===== src/sv/mgops_pkg.sv =====
// shared types, constants and helpers for the multi-gate open pulse sequencer
// used by mgops_step and multi_gate_open_pulse_sequencer; no dependencies
`timescale 1ns / 1ps
`default_nettype none

package mgops_pkg;

	localparam int NUM_GATES   = 2;
	localparam int STATUS_GATE = 1;
	localparam int SLOT_COUNT  = 2 * NUM_GATES;
	localparam int SLOT_W      = $clog2(SLOT_COUNT);

	localparam int TIME_W = 32;
	localparam int GATE_W = 3;
	localparam int PIN_W  = 8;

	localparam logic [TIME_W-1:0] PULSE_DURATION_RESET = TIME_W'(500);
	localparam logic              OPEN_LEVEL_RESET     = 1'b1;

	// configuration register indexes
	localparam int CFG_IDX_W = 1;
	localparam logic [CFG_IDX_W-1:0] REG_PULSE_DURATION = 1'b0;
	localparam logic [CFG_IDX_W-1:0] REG_OPEN_LEVEL     = 1'b1;

	typedef struct packed {
		logic              cmd;
		logic [TIME_W-1:0] now_time;
		logic [GATE_W-1:0] gate;
		logic [TIME_W-1:0] delay;
	} step_in_t;

	typedef struct packed {
		logic [NUM_GATES-1:0][TIME_W-1:0] close_time;
		logic [TIME_W-1:0]                slot_change_time;
		logic [SLOT_W-1:0]                slot_index;
	} seq_state_t;

	typedef struct packed {
		logic              indicator;
		logic [PIN_W-1:0]  gate_pins;
		logic [TIME_W-1:0] time_left;
	} step_res_t;

	typedef struct packed {
		logic [TIME_W-1:0] pulse_duration;
		logic              open_level;
	} seq_cfg_t;

	// wrap-safe "a is later than b"
	function automatic logic is_after(input logic [TIME_W-1:0] a, input logic [TIME_W-1:0] b);
		logic [TIME_W-1:0] d;
		d = a - b;
		return (d != '0) && !d[TIME_W-1];
	endfunction

endpackage

`default_nettype wire


===== src/sv/multi_gate_open_pulse_sequencer.sv =====
// One control pass per input transfer gives exactly one result transfer. An item is
// registered on acceptance, evaluated against the gate deadlines and slot state once
// the result register is free or being read, and its result registered. A new item is
// taken every cycle unless the input is back-pressured, as mgops_step is combinational.
// Output stall holds the result register and, once the input register is also full,
// back-pressures the input. Configuration writes are always ready.
// top level; depends on mgops_pkg and mgops_step
`timescale 1ns / 1ps
`default_nettype none

module multi_gate_open_pulse_sequencer (
	input  wire logic                               clk,
	input  wire logic                               arst_n,
	input  wire logic                               in_valid,
	output logic                                    in_stall,
	input  wire logic                               cmd,
	input  wire logic [mgops_pkg::TIME_W-1:0]       now_time,
	input  wire logic [mgops_pkg::GATE_W-1:0]       gate,
	input  wire logic [mgops_pkg::TIME_W-1:0]       delay,
	output logic                                    out_valid,
	input  wire logic                               out_stall,
	output logic                                    indicator,
	output logic [mgops_pkg::PIN_W-1:0]             gate_pins,
	output logic [mgops_pkg::TIME_W-1:0]            time_left,
	input  wire logic                               cfg_valid,
	output logic                                    cfg_ready,
	input  wire logic [mgops_pkg::CFG_IDX_W-1:0]    cfg_index,
	input  wire logic [mgops_pkg::TIME_W-1:0]       cfg_data
);
	import mgops_pkg::*;

	logic       valid_s1;
	step_in_t   item_s1;
	logic       valid_s2;
	step_res_t  res_s2;
	seq_state_t state_q;
	seq_cfg_t   cfg_q;
	seq_state_t state_nxt;
	step_res_t  res_nxt;
	logic       in_xfer;
	logic       advance;

	assign advance   = valid_s1 && (!valid_s2 || !out_stall);
	assign in_stall  = valid_s1 && valid_s2 && out_stall;
	assign in_xfer   = in_valid && !in_stall;
	assign cfg_ready = 1'b1;

	mgops_step u_step (
		.item (item_s1),
		.cur  (state_q),
		.cfg  (cfg_q),
		.nxt  (state_nxt),
		.res  (res_nxt)
	);

	always_ff @(posedge clk or negedge arst_n) begin
		if (!arst_n) begin
			valid_s1 <= 1'b0;
			valid_s2 <= 1'b0;
		end else begin
			if (in_xfer) begin
				valid_s1 <= 1'b1;
			end else if (advance) begin
				valid_s1 <= 1'b0;
			end
			if (advance) begin
				valid_s2 <= 1'b1;
			end else if (!out_stall) begin
				valid_s2 <= 1'b0;
			end
		end
	end

	always_ff @(posedge clk) begin
		if (in_xfer) begin
			item_s1 <= '{cmd: cmd, now_time: now_time, gate: gate, delay: delay};
		end
		if (advance) begin
			res_s2 <= res_nxt;
		end
	end

	// sequencer state moves only when an item passes the evaluation stage
	always_ff @(posedge clk or negedge arst_n) begin
		if (!arst_n) begin
			state_q <= '0;
		end else if (advance) begin
			state_q <= state_nxt;
		end
	end

	always_ff @(posedge clk or negedge arst_n) begin
		if (!arst_n) begin
			cfg_q.pulse_duration <= PULSE_DURATION_RESET;
			cfg_q.open_level     <= OPEN_LEVEL_RESET;
		end else if (cfg_valid && cfg_ready) begin
			unique case (cfg_index)
				REG_PULSE_DURATION: cfg_q.pulse_duration <= cfg_data;
				REG_OPEN_LEVEL:     cfg_q.open_level     <= cfg_data[0];
				default: ;
			endcase
		end
	end

	assign out_valid = valid_s2;
	assign indicator = res_s2.indicator;
	assign gate_pins = res_s2.gate_pins;
	assign time_left = res_s2.time_left;

endmodule

`default_nettype wire


===== src/sv/mgops_step.sv =====
// one control pass: applies a request, retires expired gates, steps the slot
// index and forms the pin levels; depends on mgops_pkg
`timescale 1ns / 1ps
`default_nettype none

module mgops_step (
	input  mgops_pkg::step_in_t   item,
	input  mgops_pkg::seq_state_t cur,
	input  mgops_pkg::seq_cfg_t   cfg,
	output mgops_pkg::seq_state_t nxt,
	output mgops_pkg::step_res_t  res
);
	import mgops_pkg::*;

	logic [TIME_W-1:0]    now_p1;
	logic [TIME_W-1:0]    cand;
	logic [NUM_GATES-1:0] hit;
	logic [NUM_GATES-1:0] active;
	logic [NUM_GATES-1:0] driven;
	logic [NUM_GATES-1:0][TIME_W-1:0] ct;
	logic [TIME_W-1:0]    sct;
	logic [SLOT_W-1:0]    slot;
	logic [PIN_W-1:0]     pins;

	assign now_p1 = item.now_time + TIME_W'(1);
	assign cand   = item.now_time + item.delay;

	always_comb begin
		for (int i = 0; i < NUM_GATES; i++) begin
			hit[i] = item.cmd && (item.gate == GATE_W'(i));
			ct[i]  = cur.close_time[i];
			if (hit[i]) begin
				if (item.delay[TIME_W-1]) begin
					ct[i] = item.now_time - TIME_W'(1);
				end else if (is_after(cand, cur.close_time[i])) begin
					ct[i] = cand;
				end
			end
			// expired gates snap to now
			active[i] = !is_after(item.now_time, ct[i]);
			if (!active[i]) begin
				ct[i] = item.now_time;
			end
		end

		sct  = ((|hit) && item.delay[TIME_W-1]) ? now_p1 : cur.slot_change_time;
		slot = cur.slot_index;
		if (active == '0) begin
			slot = '0;
			sct  = now_p1;
		end
		if (is_after(item.now_time, sct)) begin
			sct  = item.now_time + cfg.pulse_duration;
			slot = (slot == SLOT_W'(SLOT_COUNT - 1)) ? '0 : slot + SLOT_W'(1);
		end

		pins = '0;
		for (int i = 0; i < NUM_GATES; i++) begin
			driven[i] = active[i] && (slot == SLOT_W'(2 * i + 1));
			pins[i]   = cfg.open_level ? driven[i] : !driven[i];
		end
	end

	assign nxt.close_time       = ct;
	assign nxt.slot_change_time = sct;
	assign nxt.slot_index       = slot;

	assign res.indicator = |driven;
	assign res.gate_pins = pins;
	assign res.time_left = (STATUS_GATE < NUM_GATES)
		? item.now_time - ct[STATUS_GATE % NUM_GATES] : '0;

endmodule

`default_nettype wire


===== config.mk =====
export PLATFORM = sky130hd
export DESIGN_NAME = multi_gate_open_pulse_sequencer
export DESIGN_NICKNAME = d
export VERILOG_FILES = /design/src/sv/mgops_pkg.sv /design/src/sv/multi_gate_open_pulse_sequencer.sv /design/src/sv/mgops_step.sv
export SDC_FILE = /design/constraint.sdc
export NUM_CORES = 1
export LEC_CHECK = 0
export BUFFER_PORTS_ARGS = -buffer_cell sky130_fd_sc_hd__buf_2
export CAP_MARGIN = 20
export CORE_MARGIN = 2
export CORE_UTILIZATION = 45
export CTS_BUF_LIST = sky130_fd_sc_hd__clkbuf_16
export CTS_CLUSTER_DIAMETER = 150
export DETAILED_ROUTE_END_ITERATION = 7
export GPL_TIMING_DRIVEN = 1
export PLACE_DENSITY_LB_ADDON = 0.05
export RECOVER_POWER = 25
export SLEW_MARGIN = 20
export SYNTH_ARGS = -nofsm -noshare
export SYNTH_HDL_FRONTEND = slang
export SYNTH_HIERARCHICAL = 1
export SYNTH_SLANG_ARGS = --single-unit

===== constraint.sdc =====
create_clock -name clk -period 13.2 [get_ports clk]
set_clock_uncertainty 0.05 [all_clocks]
set_input_delay 3.96 -clock clk [delete_from_list [all_inputs] [get_ports clk]]
set_output_delay 3.96 -clock clk [all_outputs]
set_load 0.03 [all_outputs]

==> results of run 1 <==
[power by group through the flow]
stage,registers (mW),clock network [mW],logic [mW]
floorplan,1.36,0,5.03
global placement,1.33,0,8.90
detailed placement,1.33,0,9.02
CTS,1.32,0.875,9.62
global route,1.36,0.895,11.1
finish,1.34,0.857,10.4
[metal layers]
layer  vias up  track usage  routed length (µm)
met4         2        0.179                6340
met3       293       0.0455                8310
li1      13900            -                   -
met2      1254        0.610               54600
met1     14400        0.475               48600
met5         -            0                  13
[timing repair]
item	4_1_cts	5_1_grt
pin swaps	65	93
setup endpoints to repair	59	60
resized for setup	168	153
endpoints found under the hold margin	0	0
cloned	2	5
setup buffers	34	34
[Yosys cell counts (all sizes together) (52+ instances only)]
library cell	instances
xnor2	138
nand3	74
ha	250
clkbuf	99
mux2i	52
nand2	289
o21ai	232
edfxtp	109
dfrtp	126
nor3	65
mux2	137
inv	264
a21oi	247
nor2	228
a21o	67
[registers in the layout (all words and copies together) (netlist names)]
signal     cells
state_q       98
item_s1       68
cfg_q         33
time_left     32
gate_pins      8
indicator      1
out_valid      1
valid_s1       1
[stage by stage]
| step | cell area (µm²) | total power, mW | cells | TNS (ns) | utilization |
|---|---|---|---|---|---|
| finish | 37200 | 12.6 | 4991 | -57.81 | 0.632 |
| global route | 37200 | 13.4 | 4991 | -83.98 | 0.632 |
| CTS | 36200 | 11.8 | 4955 | -50.01 | 0.614 |
| detailed placement | 34200 | 10.4 | 4865 | -115.03 | 0.581 |
| global placement | 34200 | 10.2 | 4865 | -101.82 | 0.581 |
| floorplan | 27000 | 6.39 | 3267 | -2.20 | - |
[path summary, 6_finish.rpt]
path                                  startpoint                       to
max in group asynchronous                 arst_n     cfg_q[4]$_DFFE_PN0P_
hold / removal              valid_s1$_DFFE_PN0P_    out_valid$_DFFE_PN0P_
hold reg to reg             valid_s1$_DFFE_PN0P_    out_valid$_DFFE_PN0P_
min in group asynchronous                 arst_n    cfg_q[21]$_DFFE_PN0P_
setup reg to reg           item_s1[35]$_DFFE_PP_  state_q[32]$_DFFE_PN0P_
setup / recovery           item_s1[35]$_DFFE_PP_  state_q[32]$_DFFE_PN0P_
[cell families (layout without fill, tap and decap cells)]
logic type | Yosys count | count (layout) | synth area share
AO/OA/AOI/OAI | 996 | 996 | 0.247
XOR/XNOR | 180 | 180 | 0.0590
adder cells (fa/ha/maj) | 258 | 258 | 0.123
buffers and inverters | 398 | 1348 | 0.0605
flip-flops | 242 | 242 | 0.247
multiplexers | 189 | 189 | 0.0787
other | 2 | 7 | 0.000281
AND/OR/NAND/NOR | 997 | 998 | 0.184
[area by class of cell]
class | count | area [µm²]
clock buffer | 31 | 776
clock inverter | 25 | 224
fill | 5125 | 21700
inverter | 264 | 995
multi-input combinational | 2628 | 20000
sequential | 242 | 6610
tap | 773 | 967
timing repair buffer | 1028 | 7650
==> results.sh, run 1 <==
export IMPL_outcome="complete, but fails checks"
export IMPL_failed_checks="capacitance limit, slew limit, setup timing"
export IMPL_syn_cell_area_um2=26700
export IMPL_hold_slack_ns=0.449
export IMPL_clk_insertion_delay_late_ns=0.60
export IMPL_worst_path_max_delay_cell="or4_4"
export IMPL_final_hold_viol_count=0
export IMPL_powerDensity_nw_per_um2=339
export IMPL_reg2reg_slack_ns=-1.51
export IMPL_maxSlewHeadroom=-2.79
export IMPL_p_sw_mw=6.03
export IMPL_slew_viol_final=89
export IMPL_fp_dieW_um=248
export IMPL_num_vias=29900
export IMPL_grt_usage=0.368
export IMPL_timing_fmax_ghz=0.0680
export IMPL_pre_cts_slack_ns=-2.55
export IMPL_async_reset_ff_frac=0.550
export IMPL_core_um2=58900
export IMPL_drive_gt1_frac=0.350
export IMPL_root_buffer="clkbuf_16"
export IMPL_min_delay_path_class="reg2reg"
export IMPL_routabilityCongestion=1.05
export IMPL_synth_ff_latch_count=242
export IMPL_drt_total_wl_um=118000
export IMPL_comb_power_share=0.826
export IMPL_postSynthAreaPerCell_um2=8.19
export IMPL_antenna_found_initial=1
export IMPL_final_cell_mix="buf_4, nand2_1, inv_1"
export IMPL_syn_to_final_growth_pct=39.3
export IMPL_grt_pass1_wl_um=171000
export IMPL_max_slew_worst_pin_slew_ns=5.68
export IMPL_cp_num_buf_inv=8
export IMPL_rows=89
export IMPL_ctsHtreeMaxLevel=1
export IMPL_required_ns=13.63
export IMPL_fin_ws_ns=-1.51
export IMPL_critPathMaxStageDelay_ns=0.59
export IMPL_initial_core_util=0.454
export IMPL_crit_path_max_fanout=13
export IMPL_ioPinCount=150
export IMPL_die_area_um2=61400
export IMPL_drt_wirelength_per_cell_um=23.6
export IMPL_period_needed_ns=14.71
export IMPL_max_cap_viol_count=1
export IMPL_first_global_vias=29000
export IMPL_ys_types=98
export IMPL_synth_area_leader_cell="edfxtp_1"
export IMPL_p_int_mw=6.60
export IMPL_path_class="reg2reg"
export IMPL_antenna_cells=0
export IMPL_reg2reg_depth=67
export IMPL_pwr_share_seq=0.106
export IMPL_portBuffers=148
export IMPL_synthCells=3262
export IMPL_sw_frac_of_total=0.477
export IMPL_vdd_drop_max_mv=0.206
export IMPL_ant_nets=0
export IMPL_synth_top_area_frac=0.122
export IMPL_final_common_cell="buf_4"
export IMPL_critPathLaunchType="flip-flop"
export IMPL_drc=0
export IMPL_fin_nets=4558
export IMPL_dieHeight_um=248
export IMPL_drtIter0Drc=2400
export IMPL_clkPwrFrac=0.068
export IMPL_netlist_top_cells_area="edfxtp_1, dfrtp_1, ha_1"
export IMPL_grt_max_degree=89
export IMPL_yosysSeqAreaShare=0.247
export IMPL_fin_crit_sh=1.11
export IMPL_hold_path_cell_count=1
export IMPL_setup_violations=48
export IMPL_clkTransAtPathRegs_ns=0.06
export IMPL_overflow=0
export IMPL_postCtsHoldBufs=0
export IMPL_synthFlopType="dfrtp_1"
export IMPL_crit_cells=67
export IMPL_rsz0062_at_grt="true"
export IMPL_clk_path_buf_depth=3
export IMPL_first_pass_iters=6
export IMPL_critPathTopFamily="simple AND/OR/NAND/NOR gates"
export IMPL_power_leakage_nw=17.2
export IMPL_cts_sinks=242
export IMPL_arrival_ns=15.13
export IMPL_vias_per_cell=5.99
export IMPL_synth_edf_count=109
export IMPL_dp_hpwl_um=92800
export IMPL_end_kind="flip-flop"
export IMPL_cts_buffers=30
export IMPL_yosys_warnings=6
export IMPL_cts_tree="yes"
No activity file was read; power rests on OpenSTA's default activity.
==> run 2: changes to the inputs <==
==> constraint.sdc (replaced) <==
create_clock -name clk -period 13.2 [get_ports clk]
set_clock_uncertainty 0.05 [all_clocks]
set_input_delay 0.66 -clock clk [delete_from_list [all_inputs] [get_ports clk]]
set_output_delay 0.66 -clock clk [all_outputs]
set_load 0.03 [all_outputs]
==> run 2 against run 1 <==
The flow still finishes with violations (capacitance limit, slew limit, setup timing). Global-route usage did not move. Worst hold slack got worse by 0.27 ns. Sequential power barely moved. Worst setup slack improved by 0.0099 ns. Maximum frequency barely moved. Sequential cell count did not move. Count of clock-buffer cells in the layout did not move. Power barely moved. Combinational power barely moved. Final cell count did not move. Via count barely moved. Critical path type unchanged. Critical endpoint unchanged.
==> results.sh, run 2 (same netlist as run 1, synthesis figures left out) <==
export IMPL_critPathLaunchType="flip-flop"
export IMPL_grt_max_degree=89
export IMPL_comb_power_share=0.826
export IMPL_drt_wirelength_per_cell_um=23.6
export IMPL_critPathMaxStageDelay_ns=0.59
export IMPL_routabilityCongestion=1.05
export IMPL_end_kind="flip-flop"
export IMPL_met2_usage=0.610
export IMPL_crit_path_max_fanout=13
export IMPL_first_pass_iters=8
export IMPL_maxSlewHeadroom=-2.80
export IMPL_path_class="reg2reg"
export IMPL_grt_usage=0.368
export IMPL_postCtsHoldBufs=0
export IMPL_cts_sinks=242
export IMPL_final_cell_mix="buf_4, nand2_1, inv_1"
export IMPL_rows=89
export IMPL_worst_path_max_delay_cell="or4_4"
export IMPL_root_buffer="clkbuf_16"
export IMPL_reg2reg_slack_ns=-1.50
export IMPL_fp_dieW_um=248
export IMPL_initial_core_util=0.454
export IMPL_powerDensity_nw_per_um2=339
export IMPL_regMostFlops="state_q"
export IMPL_arrival_ns=15.12
export IMPL_setup_violations=48
export IMPL_dieHeight_um=248
export IMPL_ant_nets=0
export IMPL_fin_ws_ns=-1.50
export IMPL_syn_to_final_growth_pct=39.3
export IMPL_cts_buffers=30
export IMPL_rsz0062_at_grt="true"
export IMPL_vdd_drop_max_mv=0.206
export IMPL_use_met3=0.0455
export IMPL_grtUsageMet1=0.475
export IMPL_die_area_um2=61400
export IMPL_clkPwrFrac=0.068
export IMPL_min_delay_path_class="in2reg"
export IMPL_drt_total_wl_um=118000
export IMPL_fin_crit_sh=1.11
export IMPL_overflow=0
export IMPL_cts_tree="yes"
export IMPL_reg_largest_list="state_q: 98 flops, item_s1: 68 flops, cfg_q: 33 flops"
export IMPL_p_int_mw=6.60
export IMPL_power_leakage_nw=17.2
export IMPL_finalSetupTns_ns=-57.56
export IMPL_failed_checks="capacitance limit, slew limit, setup timing"
export IMPL_portBuffers=148
export IMPL_period_needed_ns=14.70
export IMPL_outcome="complete, but fails checks"
export IMPL_drive_gt1_frac=0.350
export IMPL_ioPinCount=150
export IMPL_hold_slack_ns=0.184
export IMPL_sw_frac_of_total=0.477
export IMPL_first_global_vias=29000
export IMPL_final_hold_viol_count=0
export IMPL_clk_insertion_delay_late_ns=0.60
export IMPL_antenna_cells=0
export IMPL_max_slew_worst_pin_slew_ns=5.70
export IMPL_max_cap_viol_count=1
export IMPL_required_ns=13.62
export IMPL_pwr_share_seq=0.106
export IMPL_clk_path_buf_depth=3
export IMPL_timing_fmax_ghz=0.0680
export IMPL_fin_nets=4558
export IMPL_grt_pass1_wl_um=171000
export IMPL_final_common_cell="buf_4"
export IMPL_drc=0
export IMPL_drtIter0Drc=2397
export IMPL_antenna_found_initial=1
export IMPL_num_vias=29900
export IMPL_p_sw_mw=6.03
export IMPL_total_power_mw=12.6
export IMPL_largest_reg_flops=98
export IMPL_ctsHtreeMaxLevel=1
export IMPL_slew_viol_final=89
export IMPL_core_um2=58900
export IMPL_vias_per_cell=5.99
export IMPL_dp_hpwl_um=92800
export IMPL_clkTransAtPathRegs_ns=0.07
export IMPL_top_usage_layer="met2"
-- run 2: per-stage QoR --
| step | cell area, µm² | setup WS, ns | std cells | util |
|---|---|---|---|---|
| after floorplan | 27000 | -0.210 | 3267 | - |
| after global placement | 34200 | -2.27 | 4865 | 0.581 |
| after detailed placement | 34200 | -2.55 | 4865 | 0.581 |
| after CTS | 36200 | -1.27 | 4955 | 0.614 |
| after global routing | 37200 | -1.95 | 4991 | 0.632 |
| final | 37200 | -1.50 | 4991 | 0.632 |
-- run 2: cell type report --
| class | instances | area [µm²] |
|---|---|---|
| Multi-Input combinational cell | 2628 | 20000 |
| Clock buffer | 31 | 776 |
| Fill cell | 5125 | 21700 |
| Tap cell | 773 | 967 |
| Timing Repair Buffer | 1028 | 7650 |
| Sequential cell | 242 | 6610 |
| Clock inverter | 25 | 224 |
| Inverter | 264 | 995 |
-- run 2: power groups by stage --
stage | Sequential [mW] | Combinational (mW) | Clock (mW)
4_1_cts | 1.32 | 9.62 | 0.875
3_5_place_dp | 1.33 | 9.02 | 0
2_1_floorplan | 1.36 | 5.03 | 0
6_report | 1.34 | 10.4 | 0.856
3_3_place_gp | 1.33 | 8.90 | 0
5_1_grt | 1.36 | 11.1 | 0.895
-- run 2: worst max-delay path, delay by kind of cell (launching register included) --
family,cells,cell delay [ns]
AO/OA/AOI/OAI,26,4.67
XOR/XNOR,1,0.15
adder cells (fa/ha/maj),7,1.96
buffers and inverters,8,1.24
flip-flops,1,0.40
multiplexers,2,0.40
AND/OR/NAND/NOR,23,5.67
-- run 2: path summary, 6_finish.rpt --
path | start | to | cells after the start
max | item_s1[35]$_DFFE_PP_ | state_q[32]$_DFFE_PN0P_ | 67
min | delay[26] | item_s1[26]$_DFFE_PP_ | 1
max reg2reg | item_s1[35]$_DFFE_PP_ | state_q[32]$_DFFE_PN0P_ | 67
min reg2reg | valid_s1$_DFFE_PN0P_ | out_valid$_DFFE_PN0P_ | 1
max in group asynchronous | arst_n | cfg_q[4]$_DFFE_PN0P_ | 1
min in group asynchronous | arst_n | cfg_q[21]$_DFFE_PN0P_ | 1
-- run 2: routing by layer --
metal / vias to the layer above / routed length (µm)
met2: 1289 / 54600
met1: 14400 / 48600
li1: 13900 / -
met4: 2 / 6320
met3: 289 / 8400
met5: - / 13
-- run 2: repair_timing --
action / 4_1_cts / 5_1_grt
gates cloned: 2 / 5
gates resized for setup: 168 / 153
buffers inserted: 34 / 34
endpoints found under the setup margin: 59 / 60
pin swaps: 65 / 93
